**src/rtl/core/epd_pkg.sv**
```systemverilog
`timescale 1ns / 1ps
package epd_pkg;

    localparam int COUNT_WIDTH_DEF    = 20;
    localparam int GAIN_FRAC_BITS_DEF = 4;
    localparam int SPEED_MAX_DEF      = 255;

    localparam int CMD_W    = 2;
    localparam int CELLS_W  = 8;
    localparam int GAIN_W   = 12;
    localparam int TPC_W    = 10;
    localparam int DB_W     = 8;
    localparam int TARGET_W = CELLS_W + TPC_W;
    localparam int OUT_W    = 32;
    localparam int DIR_W    = 2;
    localparam int CFG_IDX_W  = 2;
    localparam int CFG_DATA_W = GAIN_W;

    localparam logic [CMD_W-1:0] CMD_LEFT  = 2'd0;
    localparam logic [CMD_W-1:0] CMD_RIGHT = 2'd1;
    localparam logic [CMD_W-1:0] CMD_CTRL  = 2'd2;

    localparam logic [DIR_W-1:0] DIR_STOP = 2'd0;
    localparam logic [DIR_W-1:0] DIR_FWD  = 2'd1;
    localparam logic [DIR_W-1:0] DIR_BACK = 2'd2;

    localparam logic [CFG_IDX_W-1:0] REG_KP       = 2'd0;
    localparam logic [CFG_IDX_W-1:0] REG_KD       = 2'd1;
    localparam logic [CFG_IDX_W-1:0] REG_TPC      = 2'd2;
    localparam logic [CFG_IDX_W-1:0] REG_DEADBAND = 2'd3;

    localparam logic [GAIN_W-1:0] KP_RESET  = 12'd64;
    localparam logic [GAIN_W-1:0] KD_RESET  = 12'd96;
    localparam logic [TPC_W-1:0]  TPC_RESET = 10'd500;
    localparam logic [DB_W-1:0]   DB_RESET  = 8'd3;

    typedef struct packed {
        logic [GAIN_W-1:0] kp;
        logic [GAIN_W-1:0] kd;
        logic [TPC_W-1:0]  tpc;
        logic [DB_W-1:0]   deadband;
    } t_cfg;

    // registered input word: command, count direction, scaled target
    typedef struct packed {
        logic [CMD_W-1:0]    cmd;
        logic                up;
        logic [TARGET_W-1:0] target;
    } t_item;

endpackage

```
**src/rtl/core/epd_item_if.sv**
```systemverilog
`timescale 1ns / 1ps
interface epd_item_if;
    import epd_pkg::*;

    logic               valid;
    logic               ready;
    logic [CMD_W-1:0]   cmd;
    logic               chan_a;
    logic               chan_b;
    logic [CELLS_W-1:0] target_cells;

    modport source (output valid, cmd, chan_a, chan_b, target_cells, input ready);
    modport sink   (input valid, cmd, chan_a, chan_b, target_cells, output ready);
endinterface

```
**src/rtl/core/epd_result_if.sv**
```systemverilog
`timescale 1ns / 1ps
interface epd_result_if #(
    parameter int SPEED_W = 8
);
    import epd_pkg::*;

    logic                    valid;
    logic                    ready;
    logic signed [OUT_W-1:0] control_out;
    logic [SPEED_W-1:0]      drive_speed;
    logic [DIR_W-1:0]        drive_dir;
    logic                    at_target;

    modport source (output valid, control_out, drive_speed, drive_dir, at_target,
                    input ready);
    modport sink   (input valid, control_out, drive_speed, drive_dir, at_target,
                    output ready);
endinterface

```
**src/rtl/core/epd_cfg_regs.sv**
```systemverilog
`timescale 1ns / 1ps
module epd_cfg_regs (
    input  logic                             i_clk,
    input  logic                             i_rst_n,
    input  logic                             i_cfg_we,
    input  logic [epd_pkg::CFG_IDX_W-1:0]    i_cfg_idx,
    input  logic [epd_pkg::CFG_DATA_W-1:0]   i_cfg_data,
    output epd_pkg::t_cfg                    o_cfg
);
    import epd_pkg::*;

    t_cfg r_cfg;

    always_ff @(posedge i_clk) begin
        if (!i_rst_n) begin
            r_cfg.kp       <= KP_RESET;
            r_cfg.kd       <= KD_RESET;
            r_cfg.tpc      <= TPC_RESET;
            r_cfg.deadband <= DB_RESET;
        end else if (i_cfg_we) begin
            case (i_cfg_idx)
                REG_KP:       r_cfg.kp       <= i_cfg_data[GAIN_W-1:0];
                REG_KD:       r_cfg.kd       <= i_cfg_data[GAIN_W-1:0];
                REG_TPC:      r_cfg.tpc      <= i_cfg_data[TPC_W-1:0];
                REG_DEADBAND: r_cfg.deadband <= i_cfg_data[DB_W-1:0];
                default: begin
                end
            endcase
        end
    end

    assign o_cfg = r_cfg;

endmodule

```
**src/rtl/core/epd_in_stage.sv**
```systemverilog
`timescale 1ns / 1ps
module epd_in_stage (
    input  logic                          i_clk,
    input  logic                          i_rst_n,
    input  logic                          i_valid,
    output logic                          o_ready,
    input  logic [epd_pkg::CMD_W-1:0]     i_cmd,
    input  logic                          i_chan_a,
    input  logic                          i_chan_b,
    input  logic [epd_pkg::CELLS_W-1:0]   i_target_cells,
    input  logic [epd_pkg::TPC_W-1:0]     i_tpc,
    input  logic                          i_slot_free,
    output logic                          o_go,
    output epd_pkg::t_item                o_item
);
    import epd_pkg::*;

    logic  r_valid;
    t_item r_item;
    t_item n_item;
    logic  accept;

    // edge words never need the result slot, so only control ticks wait on it
    assign o_go    = r_valid && ((r_item.cmd != CMD_CTRL) || i_slot_free);
    assign o_ready = !r_valid || o_go;
    assign accept  = i_valid && o_ready;

    always_comb begin
        n_item.cmd    = i_cmd;
        n_item.up     = i_chan_a & ~i_chan_b;
        n_item.target = TARGET_W'(i_target_cells) * TARGET_W'(i_tpc);
    end

    always_ff @(posedge i_clk) begin
        if (!i_rst_n) begin
            r_valid <= 1'b0;
        end else begin
            r_valid <= accept || (r_valid && !o_go);
        end
        if (accept) begin
            r_item <= n_item;
        end
    end

    assign o_item = r_item;

endmodule

```
**src/rtl/core/epd_counters.sv**
```systemverilog
`timescale 1ns / 1ps
module epd_counters #(
    parameter int COUNT_WIDTH = epd_pkg::COUNT_WIDTH_DEF
) (
    input  logic                          i_clk,
    input  logic                          i_rst_n,
    input  logic                          i_go,
    input  epd_pkg::t_item                i_item,
    output logic signed [COUNT_WIDTH-1:0] o_left,
    output logic signed [COUNT_WIDTH-1:0] o_right
);
    import epd_pkg::*;

    localparam logic signed [COUNT_WIDTH-1:0] CNT_HI = {1'b0, {(COUNT_WIDTH-1){1'b1}}};
    localparam logic signed [COUNT_WIDTH-1:0] CNT_LO = {1'b1, {(COUNT_WIDTH-1){1'b0}}};

    logic signed [COUNT_WIDTH-1:0] r_left;
    logic signed [COUNT_WIDTH-1:0] r_right;
    logic signed [COUNT_WIDTH-1:0] n_left;
    logic signed [COUNT_WIDTH-1:0] n_right;

    function automatic logic signed [COUNT_WIDTH-1:0] step_sat(
        input logic signed [COUNT_WIDTH-1:0] c,
        input logic                          up
    );
        if (up) begin
            return (c != CNT_HI) ? c + 1'b1 : c;
        end
        return (c != CNT_LO) ? c - 1'b1 : c;
    endfunction

    assign n_left  = step_sat(r_left, i_item.up);
    assign n_right = step_sat(r_right, i_item.up);

    always_ff @(posedge i_clk) begin
        if (!i_rst_n) begin
            r_left  <= '0;
            r_right <= '0;
        end else if (i_go) begin
            if (i_item.cmd == CMD_LEFT) begin
                r_left <= n_left;
            end
            if (i_item.cmd == CMD_RIGHT) begin
                r_right <= n_right;
            end
        end
    end

    assign o_left  = r_left;
    assign o_right = r_right;

endmodule

```
**src/rtl/core/epd_pd_core.sv**
```systemverilog
`timescale 1ns / 1ps
module epd_pd_core #(
    parameter int COUNT_WIDTH    = epd_pkg::COUNT_WIDTH_DEF,
    parameter int GAIN_FRAC_BITS = epd_pkg::GAIN_FRAC_BITS_DEF,
    parameter int SPEED_MAX      = epd_pkg::SPEED_MAX_DEF,
    parameter int SPEED_W        = $clog2(SPEED_MAX + 1)
) (
    input  logic                                i_clk,
    input  logic                                i_rst_n,
    input  logic                                i_go,
    input  epd_pkg::t_item                      i_item,
    input  epd_pkg::t_cfg                       i_cfg,
    input  logic signed [COUNT_WIDTH-1:0]       i_left,
    input  logic signed [COUNT_WIDTH-1:0]       i_right,
    input  logic                                i_out_ready,
    output logic                                o_slot_free,
    output logic                                o_valid,
    output logic signed [epd_pkg::OUT_W-1:0]    o_control_out,
    output logic [SPEED_W-1:0]                  o_drive_speed,
    output logic [epd_pkg::DIR_W-1:0]           o_drive_dir,
    output logic                                o_at_target
);
    import epd_pkg::*;

    // error width: signed target vs. signed average, plus one for the difference
    localparam int EW = ((COUNT_WIDTH > TARGET_W + 1) ? COUNT_WIDTH : TARGET_W + 1) + 1;
    localparam int DW = EW + 1;
    localparam int PW = EW + GAIN_W + 3;
    localparam logic signed [PW-1:0] RND_BIAS = PW'((64'd1 << GAIN_FRAC_BITS) - 64'd1);
    localparam logic signed [PW-1:0] U_MAX = {{(PW-OUT_W+1){1'b0}}, {(OUT_W-1){1'b1}}};
    localparam logic signed [PW-1:0] U_MIN = {{(PW-OUT_W+1){1'b1}}, {(OUT_W-1){1'b0}}};

    logic signed [EW-1:0]          r_prev;
    logic                          r_valid;
    logic signed [OUT_W-1:0]       r_u;
    logic [SPEED_W-1:0]            r_speed;
    logic [DIR_W-1:0]              r_dir;
    logic                          r_at;

    logic signed [COUNT_WIDTH:0]   sum_cnt;
    logic signed [COUNT_WIDTH:0]   sum_adj;
    logic signed [COUNT_WIDTH-1:0] avg_cnt;
    logic signed [EW-1:0]          err;
    logic [EW-1:0]                 err_mag;
    logic                          in_band;
    logic signed [DW-1:0]          d_err;
    logic signed [EW+GAIN_W:0]     prod_p;
    logic signed [DW+GAIN_W:0]     prod_d;
    logic signed [PW-1:0]          u_raw;
    logic signed [PW-1:0]          u_adj;
    logic signed [PW-1:0]          u_q;
    logic signed [OUT_W-1:0]       u_sat;
    logic [OUT_W-1:0]              u_mag;
    logic [SPEED_W-1:0]            n_speed;
    logic [DIR_W-1:0]              n_dir;
    logic                          fire;

    always_comb begin
        sum_cnt = {i_left[COUNT_WIDTH-1], i_left} + {i_right[COUNT_WIDTH-1], i_right};
        // halve toward zero
        sum_adj = sum_cnt + {{COUNT_WIDTH{1'b0}}, sum_cnt[COUNT_WIDTH]};
        avg_cnt = sum_adj[COUNT_WIDTH:1];
        err     = $signed({{(EW-TARGET_W){1'b0}}, i_item.target})
                - $signed({{(EW-COUNT_WIDTH){avg_cnt[COUNT_WIDTH-1]}}, avg_cnt});
        err_mag = err[EW-1] ? EW'(-err) : err;
        in_band = err_mag < {{(EW-DB_W){1'b0}}, i_cfg.deadband};

        d_err  = {err[EW-1], err} - {r_prev[EW-1], r_prev};
        prod_p = err * $signed({1'b0, i_cfg.kp});
        prod_d = d_err * $signed({1'b0, i_cfg.kd});
        u_raw  = PW'(prod_p) + PW'(prod_d);
        u_adj  = u_raw[PW-1] ? u_raw + RND_BIAS : u_raw;
        u_q    = u_adj >>> GAIN_FRAC_BITS;

        if (u_q > U_MAX) begin
            u_sat = U_MAX[OUT_W-1:0];
        end else if (u_q < U_MIN) begin
            u_sat = U_MIN[OUT_W-1:0];
        end else begin
            u_sat = u_q[OUT_W-1:0];
        end

        u_mag   = u_sat[OUT_W-1] ? OUT_W'(-u_sat) : u_sat;
        n_speed = (u_mag > OUT_W'(SPEED_MAX)) ? SPEED_W'(SPEED_MAX) : u_mag[SPEED_W-1:0];

        if (u_sat[OUT_W-1]) begin
            n_dir = DIR_BACK;
        end else if (u_sat != '0) begin
            n_dir = DIR_FWD;
        end else begin
            n_dir = DIR_STOP;
        end
    end

    assign fire        = i_go && (i_item.cmd == CMD_CTRL);
    assign o_slot_free = !r_valid || i_out_ready;

    always_ff @(posedge i_clk) begin
        if (!i_rst_n) begin
            r_valid <= 1'b0;
            r_prev  <= '0;
        end else begin
            if (fire) begin
                r_valid <= 1'b1;
            end else if (i_out_ready) begin
                r_valid <= 1'b0;
            end
            if (fire && !in_band) begin
                r_prev <= err;
            end
        end
        if (fire) begin
            if (in_band) begin
                r_u     <= '0;
                r_speed <= '0;
                r_dir   <= DIR_STOP;
                r_at    <= 1'b1;
            end else begin
                r_u     <= u_sat;
                r_speed <= n_speed;
                r_dir   <= n_dir;
                r_at    <= 1'b0;
            end
        end
    end

    assign o_valid       = r_valid;
    assign o_control_out = r_u;
    assign o_drive_speed = r_speed;
    assign o_drive_dir   = r_dir;
    assign o_at_target   = r_at;

endmodule

```
**src/rtl/core/encoder_pd_distance_drive_unit.sv**
```systemverilog
`timescale 1ns / 1ps
// Wheel tick counters with a PD distance controller for a two-wheel drive.
// i_item carries one word per event: a left or right encoder edge (with the
// A/B levels seen at the edge) or a control tick with a target in cells.
// Edge words update the saturating tick counters and produce nothing; each
// control tick produces exactly one word on o_result: signed PD output,
// drive speed (|output| clamped to SPEED_MAX), direction and at-target flag.
// Gains, ticks per cell and deadband are written through i_cfg_*; the user
// must do so only while idle, as the block itself does not enforce it.
// Throughput: one word per cycle while i_item is ready. A control tick passes
// through an input register (target scaling), then the error/PD math into the
// result register, with counters and last error updated in the same cycle.
// A stalled o_result holds its word; edge words keep flowing past it, and
// i_item drops ready only when a control tick waits behind a full result
// register.
// Reset: counters and last error clear, registers take their default values
// (kp 4.0, kd 6.0, 500 ticks per cell, deadband 3) and the pipeline empties.
module encoder_pd_distance_drive_unit #(
    parameter int COUNT_WIDTH    = epd_pkg::COUNT_WIDTH_DEF,
    parameter int GAIN_FRAC_BITS = epd_pkg::GAIN_FRAC_BITS_DEF,
    parameter int SPEED_MAX      = epd_pkg::SPEED_MAX_DEF
) (
    input  logic                            i_clk,
    input  logic                            i_rst_n,
    input  logic                            i_cfg_we,
    input  logic [epd_pkg::CFG_IDX_W-1:0]   i_cfg_idx,
    input  logic [epd_pkg::CFG_DATA_W-1:0]  i_cfg_data,
    epd_item_if.sink                        i_item,
    epd_result_if.source                    o_result
);
    import epd_pkg::*;

    localparam int SPEED_W = $clog2(SPEED_MAX + 1);

    t_cfg                          cfg;
    t_item                         item;
    logic                          go;
    logic                          slot_free;
    logic signed [COUNT_WIDTH-1:0] left_cnt;
    logic signed [COUNT_WIDTH-1:0] right_cnt;

    epd_cfg_regs u_cfg (
        .i_clk      (i_clk),
        .i_rst_n    (i_rst_n),
        .i_cfg_we   (i_cfg_we),
        .i_cfg_idx  (i_cfg_idx),
        .i_cfg_data (i_cfg_data),
        .o_cfg      (cfg)
    );

    epd_in_stage u_in (
        .i_clk          (i_clk),
        .i_rst_n        (i_rst_n),
        .i_valid        (i_item.valid),
        .o_ready        (i_item.ready),
        .i_cmd          (i_item.cmd),
        .i_chan_a       (i_item.chan_a),
        .i_chan_b       (i_item.chan_b),
        .i_target_cells (i_item.target_cells),
        .i_tpc          (cfg.tpc),
        .i_slot_free    (slot_free),
        .o_go           (go),
        .o_item         (item)
    );

    epd_counters #(
        .COUNT_WIDTH (COUNT_WIDTH)
    ) u_cnt (
        .i_clk   (i_clk),
        .i_rst_n (i_rst_n),
        .i_go    (go),
        .i_item  (item),
        .o_left  (left_cnt),
        .o_right (right_cnt)
    );

    epd_pd_core #(
        .COUNT_WIDTH    (COUNT_WIDTH),
        .GAIN_FRAC_BITS (GAIN_FRAC_BITS),
        .SPEED_MAX      (SPEED_MAX),
        .SPEED_W        (SPEED_W)
    ) u_pd (
        .i_clk         (i_clk),
        .i_rst_n       (i_rst_n),
        .i_go          (go),
        .i_item        (item),
        .i_cfg         (cfg),
        .i_left        (left_cnt),
        .i_right       (right_cnt),
        .i_out_ready   (o_result.ready),
        .o_slot_free   (slot_free),
        .o_valid       (o_result.valid),
        .o_control_out (o_result.control_out),
        .o_drive_speed (o_result.drive_speed),
        .o_drive_dir   (o_result.drive_dir),
        .o_at_target   (o_result.at_target)
    );

    a_ctrl_gives_word: assert property (@(posedge i_clk) disable iff (!i_rst_n)
        go && (item.cmd == CMD_CTRL) |=> o_result.valid)
        else $error("control tick did not load a result word");

    a_edge_silent: assert property (@(posedge i_clk) disable iff (!i_rst_n)
        go && (item.cmd != CMD_CTRL) && !o_result.valid |=> !o_result.valid)
        else $error("non-control word produced a result");

    a_band_zero: assert property (@(posedge i_clk) disable iff (!i_rst_n)
        o_result.valid && o_result.at_target
            |-> (o_result.control_out == '0) && (o_result.drive_dir == DIR_STOP))
        else $error("at-target word with nonzero drive");

    a_dir_matches: assert property (@(posedge i_clk) disable iff (!i_rst_n)
        o_result.valid
            |-> ((o_result.control_out == '0) == (o_result.drive_dir == DIR_STOP)))
        else $error("direction disagrees with control output");

endmodule

```
**src/flat_wrapper.sv**
```systemverilog
// flat-port wrapper written by rule: the top's interface ports become plain ports
module encoder_pd_distance_drive_unit_flat import epd_pkg::*;
#(
    parameter int COUNT_WIDTH    = epd_pkg::COUNT_WIDTH_DEF,
    parameter int GAIN_FRAC_BITS = epd_pkg::GAIN_FRAC_BITS_DEF,
    parameter int SPEED_MAX      = epd_pkg::SPEED_MAX_DEF
)
  (i_clk, i_rst_n, i_cfg_we, i_cfg_idx, i_cfg_data, i_item_valid, i_item_cmd, i_item_chan_a, i_item_chan_b, i_item_target_cells, i_item_ready, o_result_valid, o_result_control_out, o_result_drive_speed, o_result_drive_dir, o_result_at_target, o_result_ready);
  epd_item_if i_item_i ();
  epd_result_if #(.SPEED_W((8))) o_result_i ();
  input  logic i_clk;
  input  logic i_rst_n;
  input  logic i_cfg_we;
  input  logic [epd_pkg::CFG_IDX_W-1:0] i_cfg_idx;
  input  logic [epd_pkg::CFG_DATA_W-1:0] i_cfg_data;
  input wire logic [$bits(i_item_i.valid)-1:0] i_item_valid;
  input wire logic [$bits(i_item_i.cmd)-1:0] i_item_cmd;
  input wire logic [$bits(i_item_i.chan_a)-1:0] i_item_chan_a;
  input wire logic [$bits(i_item_i.chan_b)-1:0] i_item_chan_b;
  input wire logic [$bits(i_item_i.target_cells)-1:0] i_item_target_cells;
  output wire logic [$bits(i_item_i.ready)-1:0] i_item_ready;
  output wire logic [$bits(o_result_i.valid)-1:0] o_result_valid;
  output wire logic [$bits(o_result_i.control_out)-1:0] o_result_control_out;
  output wire logic [$bits(o_result_i.drive_speed)-1:0] o_result_drive_speed;
  output wire logic [$bits(o_result_i.drive_dir)-1:0] o_result_drive_dir;
  output wire logic [$bits(o_result_i.at_target)-1:0] o_result_at_target;
  input wire logic [$bits(o_result_i.ready)-1:0] o_result_ready;
  assign i_item_i.valid = i_item_valid;
  assign i_item_i.cmd = i_item_cmd;
  assign i_item_i.chan_a = i_item_chan_a;
  assign i_item_i.chan_b = i_item_chan_b;
  assign i_item_i.target_cells = i_item_target_cells;
  assign i_item_ready = i_item_i.ready;
  assign o_result_valid = o_result_i.valid;
  assign o_result_control_out = o_result_i.control_out;
  assign o_result_drive_speed = o_result_i.drive_speed;
  assign o_result_drive_dir = o_result_i.drive_dir;
  assign o_result_at_target = o_result_i.at_target;
  assign o_result_i.ready = o_result_ready;
  encoder_pd_distance_drive_unit #(.COUNT_WIDTH(COUNT_WIDTH), .GAIN_FRAC_BITS(GAIN_FRAC_BITS), .SPEED_MAX(SPEED_MAX)) u_core (.i_clk(i_clk), .i_rst_n(i_rst_n), .i_cfg_we(i_cfg_we), .i_cfg_idx(i_cfg_idx), .i_cfg_data(i_cfg_data), .i_item(i_item_i), .o_result(o_result_i));
endmodule
```
**config.mk**
```make
export PLATFORM = sky130hd
export DESIGN_NAME = encoder_pd_distance_drive_unit_flat
export DESIGN_NICKNAME = d
export VERILOG_FILES = /design/src/rtl/core/epd_pkg.sv /design/src/rtl/core/epd_item_if.sv /design/src/rtl/core/epd_result_if.sv /design/src/rtl/core/epd_cfg_regs.sv /design/src/rtl/core/epd_in_stage.sv /design/src/rtl/core/epd_counters.sv /design/src/rtl/core/epd_pd_core.sv /design/src/rtl/core/encoder_pd_distance_drive_unit.sv /design/src/flat_wrapper.sv
export SDC_FILE = /design/constraint.sdc
export NUM_CORES = 2
export LEC_CHECK = 0
export BUFFER_PORTS_ARGS = -buffer_cell sky130_fd_sc_hd__buf_2
export CORE_ASPECT_RATIO = 0.8
export CORE_MARGIN = 2
export CORE_UTILIZATION = 50
export DETAILED_ROUTE_END_ITERATION = 10
export PLACE_DENSITY = 0.68
export SYNTH_ARGS = -nofsm -noshare
export SYNTH_HDL_FRONTEND = slang
export SYNTH_SLANG_ARGS = --single-unit
```
**constraint.sdc**
```tcl
create_clock -name i_clk -period 15.45 [get_ports i_clk]
set_input_delay 0.7725 -clock i_clk [delete_from_list [all_inputs] [get_ports i_clk]]
set_output_delay 0.7725 -clock i_clk [all_outputs]
set_load 0.01 [all_outputs]
```
==> run_results.csv <==
group,metric,value,unit
die,rows,87,
clock_tree,clock_slew_seen_by_the_registers_of_the_worst_setup_and_hold_paths,70,ps
clock_tree,hold_buffers,0,
outcome,run_status,"completed",
clock_tree,ctsRootBufferMaster,"sky130_fd_sc_hd__clkbuf_16",
final_layout,design.final.nets,5084,
critical_path,crit_fanout,14,
global_routing,grt_residual_overflow,0,
synthesis,post_synth_inst_count,4112,
clock_tree,max-clock-path-buffers,2,
timing,timing.final.hold_violations,0,
final_layout,drive_above_1_share,0.0956,
critical_path,worst_ep_required_time,15660,ps
clock_tree,cts_buffers,17,
clock_tree,tritoncts,"done",
synthesis,synth_nets,5015,
synthesis,synth.mux.area_fraction,0.00858,
critical_path,setup_crit_path_kind,"reg -> reg",
hold_path,hold_path.startpoint,"i_item_cmd[1]",
global_routing,grt_max_degree,48,
global_routing,grtUsageTotal,0.277,
synthesis,synthTopCellsByArea,"sky130_fd_sc_hd__fa_1 (34%), sky130_fd_sc_hd__ha_1 (9.8%), sky130_fd_sc_hd__inv_1 (8.0%)",
hold_path,hold_depth,1,
final_layout,leading_cell_types_in_the_layout_fill_and_taps_excluded,"sky130_fd_sc_hd__inv_1 (757), sky130_fd_sc_hd__fa_1 (593), sky130_fd_sc_hd__nand2_1 (506), sky130_fd_sc_hd__and2_1 (306), sky130_fd_sc_hd__ha_1 (266)",
synthesis,synth.largest_area_cell,"sky130_fd_sc_hd__fa_1",
die,die_w,302,µm
synthesis,simple_gate_portion_of_the_synthesized_area,0.199,
placement,routabilityCongestion,1.00,
synthesis,postSynth.topFlopCell,"sky130_fd_sc_hd__dfxtp_1",
drt,route.detailed.drc,0,
critical_path,timing.critical_path.from,"u_core.u_cnt.o_right[0]",
die,initial_core_util,0.504,
synthesis,number_of_warnings_issued_by_yosys,0,
timing,setup_violations,0,
die,dieArea,73100,µm²
critical_path,worst_r2r_startpoint,"u_core.u_cnt.o_right[0]",
run,drv.max_cap_violation_count,0,
clock_tree,clock_tree.htree_level_count,4,
final_layout,nFillCells,6549,
final_layout,layout_commonest_cell,"sky130_fd_sc_hd__inv_1",
timing,skew,17.9,ps
global_routing,grt_first_pass_wirelength,159000,µm
synthesis,synthesis.area_per_instance,8.62,µm²
die,placeableCoreArea,70300,µm²
final_layout,antenna_cells,0,
synthesis,ys_seq_elements,168,
drt,routed_wirelength,97100,µm
drt,via_count,28500,
synthesis,fraction_of_post_synthesis_cell_area_in_the_top_cell_type_by_area,0.336,
timing,finalCritPeriodShare,0.969,
clock_tree,clk_latency,500,ps
die,floorplan.io_pins,76,
drt,route.detailed.vias_per_inst,5.55,
critical_path,rr_worst_depth,60,
critical_path,data_arrival_time_of_the_critical_path,15170,ps
placement,detailedPlace.worstSlack,-184,ps
final_layout,syn_to_final_growth,8.85,%
timing,worstMarginPinSlew,1240,ps
synthesis,post_synth_fa_ha_maj_area_fraction,0.434,
global_routing,grt_pass1_vias,28700,
timing,timing.final.max_slew_violations,0,
synthesis,synthArstFlopShare,0,
synthesis,synth_seq_area_share,0.113,
synthesis,yosys.cell_types.count,104,
timing,fin_crit,14970,ps
global_routing,antenna_violations_before_repair,1,
hold_path,holdCritPathClass,"in -> reg",
drt,drt-wirelength-per-cell,18.9,µm
placement,place.detailed.hpwl,78500,µm
drt,drt_first_iter_violations,2616,
synthesis,synth_top_family_by_area,"adder cells",
drt,postRouteAntennaNets,0,
timing,max_clock_freq,66.8,MHz
clock_tree,num_clock_sinks,168,
critical_path,end_kind,"flip-flop",
synthesis,syn_area,35500,µm²
synthesis,synth_xor_area_frac,0.0457,
synthesis,synth_compound_gate_area_share,0.101,
timing,timing.slew.headroom,0.163,
drt,first_pass_iters,6,
die,die_height,242,µm
critical_path,worst_path_max_delay_cell,"sky130_fd_sc_hd__fa_1",
critical_path,crit_path_frequent_cell,"sky130_fd_sc_hd__fa_1",
synthesis,count_of_flip_flops_with_a_built_in_enable_after_synthesis,63,
placement,number_of_input_and_output_port_buffers_inserted,75,
timing,final.setup.worst_slack,484,ps
critical_path,crit_path_start_kind,"flip-flop",
critical_path,cp_slowest_stage_delay,600,ps
## metal layers
| layer | vias to the layer above | wire (µm) | track usage |
|---|---|---|---|
| li1 | 13100 | - | - |
| met1 | 14100 | 44700 | 0.422 |
| met2 | 1184 | 41600 | 0.405 |
| met3 | 121 | 9080 | 0.0546 |
| met4 | 0 | 1750 | 0.0577 |
| met5 | - | 0 | 0 |
## registers in the layout (all words and copies together), names as in the netlist
signal                     count
u_core.u_cnt.o_left           20
u_core.u_pd.o_control_out     32
u_core.u_pd.o_at_target        1
u_core.u_pd.o_drive_dir        1
u_core.u_pd.o_drive_speed      8
u_core.u_pd.o_valid            1
u_core.u_pd.r_prev            21
u_core.u_cfg.o_cfg            42
u_core.u_in.r_valid            1
u_core.u_cnt.o_right          20
u_core.u_in.o_item            21
## critical path, delay by kind of cell (launching register included)
family | cells | cell delay, ps
compound gates | 24 | 4710
xor+xnor | 1 | 180
fa+ha+maj | 14 | 6110
buf+inv | 11 | 1170
flops | 1 | 320
mux | 1 | 340
simple gates | 9 | 1850
## stage by stage
stage,setup TNS [ps],hold WS (ps),instance area (µm²),util,instances
after floorplan,0,440,35500,-,4112
after global placement,0,453,37300,0.531,5077
after detailed placement,-1310,460,37300,0.531,5077
after CTS,0,423,37900,0.539,5109
after global routing,-1030,440,38600,0.549,5128
final,0,454,38600,0.549,5128
## Yosys cell counts (all sizes together) (17+ instances only)
cell type and count:
nand4 27, nand2 509, o21bai 27, edfxtp 63, ha 277, o21a 19, a21o 32, or3 17
mux2i 27, nand3 70, xor2 59, nor3 50, o21ai 82, nor2b 82, buf 24, xnor2 121
fa 595, a21oi 170, inv 759, and2 307, o211ai 19, nor4 30, nand2b 26, dfxtp 105
nor2 197, and3 22, a21boi 35, clkbuf 146
## path summary, 6_finish.rpt
| kind | to | slack [ps] |
|---|---|---|
| setup / recovery | u_core.u_pd.o_drive_speed[0] | 480 |
| hold / removal | u_core.u_in.o_item[20] | 450 |
| setup reg to reg | u_core.u_pd.o_drive_speed[0] | 480 |
| hold reg to reg | u_core.u_cfg.o_cfg[5] | 460 |
## cells by family after synthesis
kind of cell,after synthesis
fa+ha+maj,872
simple gates,1402
compound gates,528
xor+xnor,181
buf+inv,931
mux,30
flops,168
## area by class of cell
cell class	instances	area, µm²	area share
clock buffers	18	450	0.0117
clock inverters	14	130	0.00337
inverters	761	2860	0.0740
multi-input cells	3013	28500	0.739
repair buffers	220	1480	0.0384
flip-flops and latches	168	4000	0.104
well taps	934	1170	0.0303
## timing repair
item                       in CTS  in global routing
pin swaps                       2                 21
setup endpoints to repair       8                 12
buffers inserted                0                 19
gates resized for setup         5                103
Power is not shown: default switching activity piles up to over one toggle a cycle in this logic, so the estimate is an artifact.
